==> config.mk <==
export PLATFORM = sky130hd
export DESIGN_NAME = longest_remaining_time_first_scheduler
export DESIGN_NICKNAME = d
export VERILOG_FILES = /design/src/lrtf_pkg.sv /design/src/longest_remaining_time_first_scheduler.sv /design/src/lrtf_table.sv /design/src/lrtf_pick.sv
export SDC_FILE = /design/constraint.sdc
export NUM_CORES = 1
export LEC_CHECK = 0
export ABC_CLOCK_PERIOD_IN_PS = 12800
export BUFFER_PORTS_ARGS = -buffer_cell sky130_fd_sc_hd__buf_2
export CAP_MARGIN = 20
export CORE_MARGIN = 4
export CORE_UTILIZATION = 55
export DETAILED_ROUTE_END_ITERATION = 10
export GPL_TIMING_DRIVEN = 0
export PLACE_DENSITY = 0.78
export SETUP_SLACK_MARGIN = 0.3
export SKIP_CTS_REPAIR_TIMING = 1
export SLEW_MARGIN = 10
export SYNTH_ARGS = -nofsm -noshare
export SYNTH_HDL_FRONTEND = slang
export SYNTH_SLANG_ARGS = --single-unit
==> constraint.sdc <==
create_clock -name clk -period 12.8 [get_ports clk]
set_input_delay 1.28 -clock clk [delete_from_list [all_inputs] [get_ports clk]]
set_output_delay 1.28 -clock clk [all_outputs]
set_load 0.01 [all_outputs]
==> src/lrtf_pkg.sv <==
package lrtf_pkg;

	localparam int SLOTS_DEF = 16;
	localparam int SLOT_W    = 4;
	localparam int ID_W      = 16;
	localparam int TIME_W    = 16;
	localparam int NOW_W     = 21;
	localparam int PC_W      = 5;

	localparam logic [NOW_W-1:0] NOW_MAX  = {NOW_W{1'b1}};
	localparam logic [PC_W-1:0]  PC_RESET = PC_W'(16);

	// request codes
	localparam logic REQ_LOAD = 1'b0;
	localparam logic REQ_TICK = 1'b1;

	// running best candidate of one scan
	typedef struct packed {
		logic              found;
		logic [1:0]        nz_cnt;  // nonzero slots seen, saturates at 2
		logic [TIME_W-1:0] rem;
		logic [ID_W-1:0]   id;
		logic [TIME_W-1:0] arr;
	} best_t;

endpackage

==> src/longest_remaining_time_first_scheduler.sv <==
// channel | direction | handshake          | word
// --------+-----------+--------------------+------------------------------------------
// in      | sink      | in_valid/in_stall  | req_type, slot, proc_id, arrival, burst
// out     | source    | out_valid/out_stall| ran_valid, ran_id, finished, turnaround,
//         |           |                    | all_done
// cfg     | sink      | cfg_we             | cfg_data (process_count)
//
// A tick is accepted, then scans n = min(process_count, SLOTS) slots of the
// slot table through its single registered read port into the shared compare
// unit, then updates. A load first writes the table, then scans and updates.
// in_stall is high from accept until the result is moved into the output
// register; the update cycle waits while a previous word sits stalled there.
// Reset clears control, the time counter and the per-slot valid bits at once.
module longest_remaining_time_first_scheduler #(
	parameter int SLOTS = lrtf_pkg::SLOTS_DEF
) (
	input  logic                          clk,
	input  logic                          arst_n,
	input  logic                          cfg_we,
	input  logic [lrtf_pkg::PC_W-1:0]     cfg_data,
	input  logic                          in_valid,
	output logic                          in_stall,
	input  logic                          req_type,
	input  logic [lrtf_pkg::SLOT_W-1:0]   slot,
	input  logic [lrtf_pkg::ID_W-1:0]     proc_id,
	input  logic [lrtf_pkg::TIME_W-1:0]   arrival,
	input  logic [lrtf_pkg::TIME_W-1:0]   burst,
	output logic                          out_valid,
	input  logic                          out_stall,
	output logic                          ran_valid,
	output logic [lrtf_pkg::ID_W-1:0]     ran_id,
	output logic                          finished,
	output logic [lrtf_pkg::NOW_W-1:0]    turnaround,
	output logic                          all_done
);
	import lrtf_pkg::*;

	localparam int IDX_W = $clog2(SLOTS);
	localparam int CNT_W = $clog2(SLOTS + 1);

	typedef enum logic [3:0] {
		ST_IDLE   = 4'b0001,
		ST_LOAD   = 4'b0010,
		ST_SCAN   = 4'b0100,
		ST_UPDATE = 4'b1000
	} state_t;

	state_t            state_q;
	logic [PC_W-1:0]   pc_q;
	logic [NOW_W-1:0]  now_q;
	logic [CNT_W-1:0]  idx_q;
	logic              rd_pend_s1;
	logic [IDX_W-1:0]  rd_idx_s1;

	// accepted word
	logic              req_q;
	logic [SLOT_W-1:0] slot_q;
	logic [ID_W-1:0]   id_q;
	logic [TIME_W-1:0] arr_q;
	logic [TIME_W-1:0] burst_q;

	// output register
	logic              out_valid_q;
	logic              ran_valid_q;
	logic [ID_W-1:0]   ran_id_q;
	logic              finished_q;
	logic [NOW_W-1:0]  turnaround_q;
	logic              all_done_q;

	logic [CNT_W-1:0]  active_n;
	logic              in_acc;
	logic              out_free;
	logic              scan_re;
	logic              slot_ok;
	logic              tick;
	logic              done_upd;
	logic              last_run;
	logic              all_done_d;
	logic [NOW_W-1:0]  now_next;
	logic [TIME_W-1:0] rem_dec;

	logic [TIME_W-1:0] rd_rem;
	logic [ID_W-1:0]   rd_id;
	logic [TIME_W-1:0] rd_arr;
	best_t             best;
	logic [IDX_W-1:0]  best_idx;

	always_comb begin
		active_n   = (32'(pc_q) > SLOTS) ? CNT_W'(SLOTS) : CNT_W'(pc_q);
		in_acc     = in_valid && (state_q == ST_IDLE);
		out_free   = !out_valid_q || !out_stall;
		scan_re    = (state_q == ST_SCAN) && (idx_q < active_n);
		slot_ok    = 32'(slot_q) < SLOTS;
		tick       = (req_q == REQ_TICK);
		done_upd   = (state_q == ST_UPDATE) && out_free;
		now_next   = (now_q == NOW_MAX) ? now_q : now_q + NOW_W'(1);
		rem_dec    = best.rem + {TIME_W{1'b1}};    // remaining minus one
		last_run   = tick && best.found && (rem_dec == '0);
		// done if nothing left, or the only busy slot just ran out
		all_done_d = (best.nz_cnt == 2'd0) || ((best.nz_cnt == 2'd1) && last_run);
	end

	assign in_stall = (state_q != ST_IDLE);

	lrtf_table #(
		.SLOTS (SLOTS),
		.IDX_W (IDX_W)
	) u_table (
		.clk    (clk),
		.arst_n (arst_n),
		.we_all ((state_q == ST_LOAD) && slot_ok),
		.we_rem (done_upd && tick && best.found),
		.waddr  ((state_q == ST_LOAD) ? IDX_W'(slot_q) : best_idx),
		.wid    (id_q),
		.warr   (arr_q),
		.wrem   ((state_q == ST_LOAD) ? burst_q : rem_dec),
		.re     (scan_re),
		.raddr  (idx_q[IDX_W-1:0]),
		.rd_rem (rd_rem),
		.rd_id  (rd_id),
		.rd_arr (rd_arr)
	);

	lrtf_pick #(
		.IDX_W (IDX_W)
	) u_pick (
		.clk      (clk),
		.arst_n   (arst_n),
		.clr      (in_acc),
		.elig_en  (tick),
		.now      (now_q),
		.cand_vld (rd_pend_s1),
		.cand_idx (rd_idx_s1),
		.cand_rem (rd_rem),
		.cand_id  (rd_id),
		.cand_arr (rd_arr),
		.best     (best),
		.best_idx (best_idx)
	);

	// sequencer
	always_ff @(posedge clk or negedge arst_n) begin
		if (!arst_n) begin
			state_q    <= ST_IDLE;
			pc_q       <= PC_RESET;
			now_q      <= '0;
			idx_q      <= '0;
			rd_pend_s1 <= 1'b0;
		end else begin
			if (cfg_we) begin
				pc_q <= cfg_data;
			end
			rd_pend_s1 <= scan_re;
			case (state_q)
				ST_IDLE: begin
					idx_q <= '0;
					if (in_acc) begin
						state_q <= (req_type == REQ_TICK) ? ST_SCAN : ST_LOAD;
					end
				end
				ST_LOAD: begin
					state_q <= ST_SCAN;
				end
				ST_SCAN: begin
					if (scan_re) begin
						idx_q <= idx_q + CNT_W'(1);
					end else begin
						state_q <= ST_UPDATE;  // last read is consumed this cycle
					end
				end
				ST_UPDATE: begin
					if (out_free) begin
						if (tick) begin
							now_q <= now_next;
						end
						state_q <= ST_IDLE;
					end
				end
				default: begin
					state_q <= ST_IDLE;
				end
			endcase
		end
	end

	always_ff @(posedge clk) begin
		rd_idx_s1 <= idx_q[IDX_W-1:0];
		if (in_acc) begin
			req_q   <= req_type;
			slot_q  <= slot;
			id_q    <= proc_id;
			arr_q   <= arrival;
			burst_q <= burst;
		end
	end

	always_ff @(posedge clk or negedge arst_n) begin
		if (!arst_n) begin
			out_valid_q <= 1'b0;
		end else if (done_upd) begin
			out_valid_q <= 1'b1;
		end else if (!out_stall) begin
			out_valid_q <= 1'b0;
		end
	end

	always_ff @(posedge clk) begin
		if (done_upd) begin
			ran_valid_q  <= tick && best.found;
			ran_id_q     <= (tick && best.found) ? best.id : '0;
			finished_q   <= last_run;
			turnaround_q <= last_run ? (now_next - NOW_W'(best.arr)) : '0;
			all_done_q   <= all_done_d;
		end
	end

	assign out_valid  = out_valid_q;
	assign ran_valid  = ran_valid_q;
	assign ran_id     = ran_id_q;
	assign finished   = finished_q;
	assign turnaround = turnaround_q;
	assign all_done   = all_done_q;

`ifndef ASSERT_OFF
	a_fin_ran: assert property (@(posedge clk) disable iff (!arst_n)
		out_valid && finished |-> ran_valid)
		else $error("finished without a run");

	a_fin_tat: assert property (@(posedge clk) disable iff (!arst_n)
		out_valid && finished |-> turnaround != '0)
		else $error("zero turnaround on completion");

	a_idle_zero: assert property (@(posedge clk) disable iff (!arst_n)
		out_valid && !ran_valid |-> ran_id == '0 && !finished)
		else $error("idle word carries run data");

	a_best_nz: assert property (@(posedge clk) disable iff (!arst_n)
		state_q == ST_UPDATE && best.found |-> best.rem != '0 && best.nz_cnt != 2'd0)
		else $error("picked slot has no work");

	a_busy: assert property (@(posedge clk) disable iff (!arst_n)
		in_valid && !in_stall |=> state_q != ST_IDLE)
		else $error("accepted word not processed");
`endif

endmodule

==> src/lrtf_table.sv <==
module lrtf_table #(
	parameter int SLOTS = lrtf_pkg::SLOTS_DEF,
	parameter int IDX_W = $clog2(SLOTS)
) (
	input  logic                      clk,
	input  logic                      arst_n,
	input  logic                      we_all,
	input  logic                      we_rem,
	input  logic [IDX_W-1:0]          waddr,
	input  logic [lrtf_pkg::ID_W-1:0]   wid,
	input  logic [lrtf_pkg::TIME_W-1:0] warr,
	input  logic [lrtf_pkg::TIME_W-1:0] wrem,
	input  logic                      re,
	input  logic [IDX_W-1:0]          raddr,
	output logic [lrtf_pkg::TIME_W-1:0] rd_rem,
	output logic [lrtf_pkg::ID_W-1:0]   rd_id,
	output logic [lrtf_pkg::TIME_W-1:0] rd_arr
);
	import lrtf_pkg::*;

	logic [TIME_W-1:0] rem_mem [SLOTS];
	logic [ID_W-1:0]   id_mem  [SLOTS];
	logic [TIME_W-1:0] arr_mem [SLOTS];
	logic [SLOTS-1:0]  vld_q;
	logic              rd_vld_q;
	logic [TIME_W-1:0] rd_rem_q;
	logic [ID_W-1:0]   rd_id_q;
	logic [TIME_W-1:0] rd_arr_q;

	always_ff @(posedge clk) begin
		if (we_all || we_rem) begin
			rem_mem[waddr] <= wrem;
		end
		if (we_all) begin
			id_mem[waddr]  <= wid;
			arr_mem[waddr] <= warr;
		end
		if (re) begin
			rd_rem_q <= rem_mem[raddr];
			rd_id_q  <= id_mem[raddr];
			rd_arr_q <= arr_mem[raddr];
		end
	end

	// valid bits stand in for the all-zero reset of remaining time
	always_ff @(posedge clk or negedge arst_n) begin
		if (!arst_n) begin
			vld_q    <= '0;
			rd_vld_q <= 1'b0;
		end else begin
			if (we_all || we_rem) begin
				vld_q[waddr] <= 1'b1;
			end
			if (re) begin
				rd_vld_q <= vld_q[raddr];
			end
		end
	end

	assign rd_rem = rd_vld_q ? rd_rem_q : '0;
	assign rd_id  = rd_id_q;
	assign rd_arr = rd_arr_q;

endmodule

==> src/lrtf_pick.sv <==
module lrtf_pick #(
	parameter int IDX_W = $clog2(lrtf_pkg::SLOTS_DEF)
) (
	input  logic                      clk,
	input  logic                      arst_n,
	input  logic                      clr,
	input  logic                      elig_en,
	input  logic [lrtf_pkg::NOW_W-1:0]  now,
	input  logic                      cand_vld,
	input  logic [IDX_W-1:0]          cand_idx,
	input  logic [lrtf_pkg::TIME_W-1:0] cand_rem,
	input  logic [lrtf_pkg::ID_W-1:0]   cand_id,
	input  logic [lrtf_pkg::TIME_W-1:0] cand_arr,
	output lrtf_pkg::best_t           best,
	output logic [IDX_W-1:0]          best_idx
);
	import lrtf_pkg::*;

	best_t            best_q;
	logic [IDX_W-1:0] best_idx_q;
	logic             nz;
	logic             elig;
	logic             better;

	// single compare unit, one slot per cycle
	always_comb begin
		nz     = (cand_rem != '0);
		elig   = elig_en && nz && (NOW_W'(cand_arr) <= now);
		better = !best_q.found || (cand_rem > best_q.rem) ||
		         ((cand_rem == best_q.rem) && (cand_id < best_q.id));
	end

	always_ff @(posedge clk or negedge arst_n) begin
		if (!arst_n) begin
			best_q <= '0;
		end else if (clr) begin
			best_q.found  <= 1'b0;
			best_q.nz_cnt <= '0;
		end else if (cand_vld) begin
			if (nz && best_q.nz_cnt != 2'd2) begin
				best_q.nz_cnt <= best_q.nz_cnt + 2'd1;
			end
			if (elig && better) begin
				best_q.found <= 1'b1;
				best_q.rem   <= cand_rem;
				best_q.id    <= cand_id;
				best_q.arr   <= cand_arr;
			end
		end
	end

	always_ff @(posedge clk) begin
		if (cand_vld && elig && better) begin
			best_idx_q <= cand_idx;
		end
	end

	assign best     = best_q;
	assign best_idx = best_idx_q;

endmodule
==> impl_summary.txt, run 1 <==
----------------------------------------------------
[Outcome]
  Run status ... completed

[Die]
  Floorplan die height ... 281.6 µm
  Die Span X ... 281.6 µm
  Starting utilization of the core area ... 0.5541
  DIE AREA ... 79320 µm²
  Floorplan core area ... 74320 µm²
  Io pins ... 105
  Number of rows created at floorplan ... 100

[Clock network]
  CTS clk-pin slew, worst paths ... 60 ps
  H-tree depth ... 3
  Cell chosen for the clock root ... sky130_fd_sc_hd__clkbuf_16
  TritonCTS Buffers ... 100
  CTS Sinks ... 1022
  Clk buf depth ... 3
  Clock Latency Late Sink ... 660 ps
  TritonCTS clock tree ... done

[Finish]
  Fin area ... 47340 µm²
  Count of nets after finishing ... 2505
  Ratio of cells with drive above 1 in the final layout ... 0.2771
  Commonest non-fill, non-tap cell in the layout ... sky130_fd_sc_hd__edfxtp_1
  Core utilization of the finished layout ... 0.6370
  Layout overhead on the synthesized area ... 14.96%
  Fillcell total ... 4770
  Count of antenna diodes in the layout ... 0
  Most frequent cells in the layout ... sky130_fd_sc_hd__edfxtp_1 (913), sky130_fd_sc_hd__mux4_2 (245), sky130_fd_sc_hd__buf_2 (127)

[Timing]
  Count of endpoints failing setup in the final report ... 0
  Post-route minimum period ... 4956 ps
  Maximum clock frequency ... 201.8 MHz
  Final Hold Vio Count ... 0
  Max-slew violation count ... 0
  Worst clock skew ... 27.32 ps
  RSZ-0062 raised after global routing ... no
  Share of the clock period used by the worst path ... 0.3872
  Slew @ Worst Pin ... 1207 ps
  Setup TNS Final ... 0 ps
  Worst slew margin relative to its limit ... 0.1928

[Drt]
  Per-cell routed wire length ... 30.67 µm
  Total iterations of the first detailed-routing run ... 8
  Antenna violation net count after detailed routing ... 0
  Number of remaining DRC errors ... 0
  Overall routed net length ... 105.0 mm
  Initial DRC Count ... 2858
  Vias post-DR ... 22120
  Via density per instance ... 6.462

[GRT]
  GRT Util Overall ... 0.2694
  First-pass GRT wire length ... 155.0 mm
  Largest net degree at the start of global routing ... 87
  Gr ovfl total ... 0
  Via count of the first global-routing pass ... 22780
  Initial antenna violation count ... 7

[Synthesis]
  Number of nets produced by synthesis ... 2244
  Mean Syn Cell Area ... 19.55 µm²
  Most used flip-flop cell after synthesis ... sky130_fd_sc_hd__edfxtp_1
  Post-synth top area share ... 0.6658
  Syn. warnings ... 0
  Post-Syn Instances ... 2106
  Post-synthesis cell area ... 41180 µm²
  Register bit total from synthesis ... 1022
  Share of async-settable or async-resettable flops after synthesis ... 0.1027
  Top post-synthesis cells by area ... sky130_fd_sc_hd__edfxtp_1 (67%), sky130_fd_sc_hd__mux4_2 (13%), sky130_fd_sc_hd__dfrtp_1 (6.3%)
  Leading area contributor after synthesis ... sky130_fd_sc_hd__edfxtp_1
  Number of flops mapped to enable cells by yosys ... 913
  Number of distinct library cells after synthesis ... 76
  Sequential fraction of the synthesis area ... 0.7316

[Setup path]
  Critical path class ... reg2reg
  R2R Setup Slk ... 7840 ps
  Source of the worst register-to-register timing path ... now_q[0]
  Critical Path Sink Type ... register
  Critical-path maximum fanout ... 10
  Reg2Reg Depth ... 16
  Critical Path AT ... 5370 ps
  Startpoint type of the worst setup path ... register
  Start point of the critical path ... now_q[0]
  Required time worst endpoint ... 13210 ps
  Reg2Reg Capture Point ... turnaround[20]

[Power]
  Worst VDD drop ... 0.0001455 V
  Static leakage ... 0.01556 µW
  P_int ... 6914 µW
  Proportion of power drawn by combinational gates ... 0.242
  Switching fraction of total power ... 0.2974
  Net Switching ... 2927 µW
  Sequential power share ... 0.450
  Power density cells ... 207.9 nW/µm²
  Share of total power in the clock network ... 0.308

[Placement]
  Global placer's final weighted congestion ... 0.8898
  Placed wire-length estimate after detailed placement ... 62.72 mm
  Placed inst area ... 43860 µm²
  IO Port Bufs ... 104

[Min path]
  Hold path depth ... 0
  Class of the worst hold path ... reg2reg
  Hold path start ... rd_idx_s1[1]
  Endpoint, Worst Hold ... u_pick.best_idx[1]

[Flow run]
  Max cap viols ... 0

----------------------------------------------------
## critical path, cell delays in order, from the launching register on
cell                       delay (ps)
sky130_fd_sc_hd__dfrtp_1          510
sky130_fd_sc_hd__ha_1             190
sky130_fd_sc_hd__buf_2            260
sky130_fd_sc_hd__and3_1           300
sky130_fd_sc_hd__and4_1           280
sky130_fd_sc_hd__nand3_2          220
sky130_fd_sc_hd__and2_1           310
sky130_fd_sc_hd__nand2_1          220
sky130_fd_sc_hd__nor2_1            80
sky130_fd_sc_hd__xnor2_1          130
sky130_fd_sc_hd__ha_1             360
sky130_fd_sc_hd__a2111o_1         450
sky130_fd_sc_hd__o32ai_1          540
sky130_fd_sc_hd__a31oi_1          290
sky130_fd_sc_hd__a211oi_1         350
sky130_fd_sc_hd__xor2_1           170
sky130_fd_sc_hd__nor2_1            50
## cells by family after synthesis
| logic type | synth area share |
|---|---|
| flip-flops | 0.7316 |
| AND/OR/NAND/NOR | 0.04178 |
| multiplexers | 0.1487 |
| buffers and inverters | 0.01619 |
| AO/OA/AOI/OAI | 0.02455 |
| adder cells (fa/ha/maj) | 0.02297 |
| XOR/XNOR | 0.01425 |
## metrics by stage
stage	hold WS [ps]	cells	worst slack (ps)	total power, µW
floorplan	371.6	2106	8423	5953
global placement	391.5	3179	6847	6580
detailed placement	388.7	3225	7888	6761
CTS	402.9	3414	7846	9819
global route	424.0	3423	7496	10240
finish	402.7	3423	7844	9841
## power groups by stage
stage	clock network [µW]	logic [µW]	registers (µW)
6_report	3030	2390	4430
5_1_grt	3210	2570	4460
4_1_cts	3060	2340	4430
3_5_place_dp	0	2280	4480
3_3_place_gp	0	2100	4480
2_1_floorplan	0	1540	4410
## synthesized netlist by cell type, drive strengths merged (22+ instances only)
cell    number
edfxtp     913
mux4       245
nor2       117
dfrtp      103
inv         78
ha          74
xnor2       57
nand2       55
mux2        52
clkbuf      45
o21ai       40
buf         36
a21oi       35
nand3       27
and2        25
nand4       22
## worst max-delay path by stage
stage / cells after the start / end
global placement: 7 / u_table.rem_mem[15][5]
global route: 16 / turnaround[20]
detailed placement: 16 / turnaround[20]
floorplan: 6 / u_table.rem_mem[4][0]
finish: 16 / turnaround[20]
CTS: 16 / turnaround[20]
## registers in the layout (all words and copies together), names as in the netlist, 21 cells and up
register,cells
now_q,21
u_table.id_mem,256
u_table.rem_mem,256
turnaround,21
u_table.arr_mem,256
u_pick.best,51
## routing by layer
metal	track usage	wire length [µm]	vias to the layer above	part of all wire
met2	0.4552	53420	1436	0.51
li1	-	-	9010	-
met1	0.3599	37800	11430	0.36
met4	0.07899	3123	6	0.030
met5	0	41	-	0.00039
met3	0.05738	10610	238	0.10
## layout make-up
| cell class | count | area, µm² | share of cell area |
|---|---|---|---|
| inverters | 78 | 292.8 | 0.006184 |
| clock inverters | 68 | 762.0 | 0.01610 |
| clock buffers | 121 | 2613 | 0.05518 |
| flip-flops and latches | 1022 | 30130 | 0.6364 |
| multi-input cells | 925 | 10590 | 0.2237 |
| well taps | 969 | 1212 | 0.02561 |
| plain buffers | 81 | 379.1 | 0.008008 |
| repair buffers | 159 | 1365 | 0.02883 |
Power figures use the tool's default switching activity.
==> run 2, diff against run 1 <==
--- a/config.mk
+++ b/config.mk
@@ -5,7 +5,8 @@
 export SDC_FILE = /design/constraint.sdc
 export NUM_CORES = 1
 export LEC_CHECK = 0
-export ABC_CLOCK_PERIOD_IN_PS = 12800
+export ABC_AREA = 1
+export ABC_CLOCK_PERIOD_IN_PS = 4950
 export BUFFER_PORTS_ARGS = -buffer_cell sky130_fd_sc_hd__buf_2
 export CAP_MARGIN = 20
 export CORE_MARGIN = 4
==> constraint.sdc (replaced) <==
create_clock -name clk -period 4.95 [get_ports clk]
set_input_delay 0.495 -clock clk [delete_from_list [all_inputs] [get_ports clk]]
set_output_delay 0.495 -clock clk [all_outputs]
set_load 0.01 [all_outputs]
==> impl_summary.txt, run 2 <==
----------------------------------------------------
[Min path]
  Class of the worst hold path ... in2reg
  Hold path start ... arrival[2]
  Endpoint, Worst Hold ... arr_q[2]
  Hold path depth ... 1 (+1)

[Die]
  DIE AREA ... 81330 µm² (+2.5%)
  Floorplan core area ... 76080 µm² (+2.4%)
  Floorplan die height ... 285.2 µm (+1.3%)
  Starting utilization of the core area ... 0.5555 (+0.001401)
  Io pins ... 105 (unchanged)
  Die Span X ... 285.2 µm (+1.3%)
  Number of rows created at floorplan ... 101 (+1.0%)

[Synthesis]
  Most used flip-flop cell after synthesis ... sky130_fd_sc_hd__edfxtp_1
  Leading area contributor after synthesis ... sky130_fd_sc_hd__edfxtp_1
  Most frequently used cell type in the post-synthesis netlist ... sky130_fd_sc_hd__edfxtp_1
  Post-Syn Instances ... 3474 (+65%)
  Sequential fraction of the synthesis area ... 0.7129 (-0.01867)
  Post-synthesis cell area ... 42260 µm² (+2.6%)
  Most numerous cell types in the synthesized netlist ... sky130_fd_sc_hd__edfxtp_1 (913), sky130_fd_sc_hd__nor2_1 (541), sky130_fd_sc_hd__o21ai_0 (461)
  Post-synth top area share ... 0.6488 (-0.01699)
  Mean Syn Cell Area ... 12.16 µm² (-38%)
  Number of flops mapped to enable cells by yosys ... 913 (unchanged)
  Top post-synthesis cells by area ... sky130_fd_sc_hd__edfxtp_1 (65%), sky130_fd_sc_hd__dfrtp_1 (6.1%), sky130_fd_sc_hd__o21ai_0 (5.5%)
  Syn. warnings ... 0 (unchanged)
  Register bit total from synthesis ... 1022 (unchanged)
  Number of distinct library cells after synthesis ... 49 (-36%)
  Share of async-settable or async-resettable flops after synthesis ... 0.1027 (unchanged)
  Number of nets produced by synthesis ... 3612 (+61%)

[GRT]
  Initial antenna violation count ... 9 (+2)
  Gr ovfl total ... 0 (unchanged)
  Via count of the first global-routing pass ... 29480 (+29%)
  GRT Util Overall ... 0.2904 (+0.02103)
  First-pass GRT wire length ... 178.0 mm (+15%)
  Largest net degree at the start of global routing ... 79 (-9.2%)

[Setup path]
  Source of the worst register-to-register timing path ... now_q[0]
  Critical-path maximum fanout ... 7 (-3)
  Dominant cell type by count on the critical path ... sky130_fd_sc_hd__nand2_1
  Critical path class ... reg2reg
  Buffer and inverter count on the worst path ... 2 (+1)
  Startpoint type of the worst setup path ... register
  Critical Path Slowest Stage Cell ... sky130_fd_sc_hd__dfrtp_1
  Critical Path AT ... 4760 ps (-610 ps)
  CP top delay family ... simple AND/OR/NAND/NOR gates
  R2R Setup Slk ... 720 ps (-7120 ps)
  Cell breakdown of the critical path ... ha_1 > inv_1 > nor2_1 > nand2_1 > nor2_1 > nand4_1 > nand2_1 > nor3_1 > a22oi_1 > ha_1 > inv_1 > o21ai_1 > nor2_1 > nand2_1 > nand2_1 > a21oi_1 > or2_2 > nand2_1 > nand4_1 > nor2_1
  Reg2Reg Depth ... 20 (+4)
  Required time worst endpoint ... 5480 ps (-7730 ps)
  Reg2Reg Capture Point ... turnaround[17]
  Biggest cell delay along the critical path ... 550 ps (about the same)
  Critical Path Sink Type ... register

[Drt]
  Total iterations of the first detailed-routing run ... 9 (+1)
  Via density per instance ... 6.192 (-4.2%)
  Met2 wire len ... 56.03 mm (+4.9%)
  Top layer used by detailed routing ... met5
  Number of remaining DRC errors ... 0 (unchanged)
  Wire length on met1 ... 43.17 mm (+14%)
  Per-cell routed wire length ... 24.78 µm (-19%)
  Overall routed net length ... 121.1 mm (+15%)
  WL met3 ... 15.43 mm (+45%)
  Vias post-DR ... 30280 (+37%)
  Antenna violation net count after detailed routing ... 0 (unchanged)
  Initial DRC Count ... 4922 (+72%)

[Timing]
  Slew @ Worst Pin ... 1110 ps (-96.58 ps)
  Final Hold Vio Count ... 0 (unchanged)
  Max-slew violation count ... 0 (unchanged)
  Final critical-path setup slack ... 719.1 ps (-7125 ps)
  Count of endpoints failing setup in the final report ... 0 (unchanged)
  Worst clock skew ... 44.22 ps (+16.91 ps)
  Share of the clock period used by the worst path ... 0.8547 (+0.4675)
  Maximum clock frequency ... 236.4 MHz (+17%)
  Post-route minimum period ... 4231 ps (-725.1 ps)
  Worst slew margin relative to its limit ... 0.2597 (+0.06694)
  RSZ-0062 raised after global routing ... no

[Clock network]
  H-tree depth ... 3 (unchanged)
  Clock Latency Late Sink ... 700 ps (+40 ps)
  Cell chosen for the clock root ... sky130_fd_sc_hd__clkbuf_16
  Clk buf depth ... 3 (unchanged)
  TritonCTS clock tree ... done
  CTS clk-pin slew, worst paths ... 60 ps (about the same)
  CTS Sinks ... 1022 (unchanged)
  TritonCTS Buffers ... 100 (unchanged)

[Placement]
  Pre-CTS worst setup slack ... 695.4 ps (-7192 ps)
  IO Port Bufs ... 103 (-0.96%)
  Placed wire-length estimate after detailed placement ... 82.47 mm (+31%)
  Placed inst area ... 45080 µm² (+2.8%)
  Global placer's final weighted congestion ... 0.9470 (+6.4%)

[Finish]
  Ratio of cells with drive above 1 in the final layout ... 0.1044 (-0.1727)
  Largest registers in the final layout ... u_table.arr_mem (256), u_table.id_mem (256), u_table.rem_mem (256)
  Commonest non-fill, non-tap cell in the layout ... sky130_fd_sc_hd__edfxtp_1
  Most frequent cells in the layout ... sky130_fd_sc_hd__edfxtp_1 (913), sky130_fd_sc_hd__nor2_1 (507), sky130_fd_sc_hd__o21ai_0 (447)
  Fillcell total ... 5447 (+14%)
  Count of nets after finishing ... 3910 (+56%)
  Multi-input gate area in the final layout ... 10880 µm² (+2.7%)
  Layout overhead on the synthesized area ... 15.65%
  Fin area ... 48870 µm² (+3.2%)
  Count of antenna diodes in the layout ... 0 (unchanged)
  Combined flip-flop and latch cell area ... 30130 µm² (unchanged)

[Flow run]
  Max cap viols ... 0 (unchanged)

[Power]
  Power density cells ... 555.4 nW/µm² (+170%)
  Post-route total power ... 27150 µW (+180%)
  Static leakage ... 0.01731 µW (+11%)
  Worst VDD drop ... 0.0004138 V (+180%)

[Outcome]
  Run status ... completed

----------------------------------------------------
run 2: changes by cell type after synthesis, moves of 20 or more:
cell,before,now
sky130_fd_sc_hd__and2_1,25,0
sky130_fd_sc_hd__clkbuf_1,45,166
sky130_fd_sc_hd__inv_1,77,173
sky130_fd_sc_hd__mux2_1,20,0
sky130_fd_sc_hd__mux2_2,32,3
sky130_fd_sc_hd__mux4_2,245,0
sky130_fd_sc_hd__nand2_1,55,427
sky130_fd_sc_hd__nand3_1,25,122
sky130_fd_sc_hd__nand4_1,20,69
sky130_fd_sc_hd__nor2_1,115,541
sky130_fd_sc_hd__o21ai_0,39,461
sky130_fd_sc_hd__o221ai_1,0,81
sky130_fd_sc_hd__o22ai_1,1,113
sky130_fd_sc_hd__xnor2_1,57,5
run 2: final cells by class:
cell class              instances  area share
clock inverters                59     0.01316
inverters                     184     0.01413
repair buffers                196     0.03674
well taps                    1030     0.02637
plain buffers                 192     0.01567
multi-input cells            2076      0.2225
clock buffers                 130     0.05499
flip-flops and latches       1022      0.6164
run 2: through the flow:
step | hold slack (ps) | setup TNS (ps) | cells | util
final | 14.69 | 0 | 4889 | 0.6424
after global routing | 1.058 | 0 | 4889 | 0.6424
after CTS | -331.7 | 0 | 4843 | 0.6363
after detailed placement | 388.7 | 0 | 4654 | 0.5925
after global placement | 386.7 | -913510 | 4607 | 0.5792
after floorplan | 199.4 | 0 | 3474 | -
run 2: how the worst max path moves through the flow:
stage | startpoint | end | slack, ps | cells after the start
detailed placement | now_q[0] | turnaround[17] | 700 | 20
CTS | now_q[0] | turnaround[19] | 640 | 21
floorplan | state_q[1] | u_table.rem_mem[0][0] | 460 | 8
finish | now_q[0] | turnaround[17] | 720 | 20
global placement | out_stall | u_table.rem_mem[4][9] | -2300 | 9
global route | now_q[0] | turnaround[17] | 340 | 20
run 2: layer usage:
metal / GRT usage / vias up
li1: - / 13160
met1: 0.3733 / 14440
met2: 0.4618 / 2205
met3: 0.08361 / 463
met4: 0.1326 / 10
met5: 0 / -
run 2: power by group:
part	switching [µW]	internal (µW)	leakage, µW
Combinational	5910	2110	0.00619
Clock	3340	4340	0.00161
Sequential	591	10800	0.00951
run 2: logic make-up (layout without fill, tap and decap cells):
kind of cell / count (synthesis) / in the layout / share of synthesized area
adder cells (fa/ha/maj): 75 / 75 / 0.02238
AND/OR/NAND/NOR: 1222 / 1222 / 0.1217
buffers and inverters: 376 / 761 / 0.03446
flip-flops: 1022 / 1022 / 0.7129
AO/OA/AOI/OAI: 741 / 741 / 0.1003
multiplexers: 3 / 3 / 0.0007994
XOR/XNOR: 35 / 35 / 0.007432
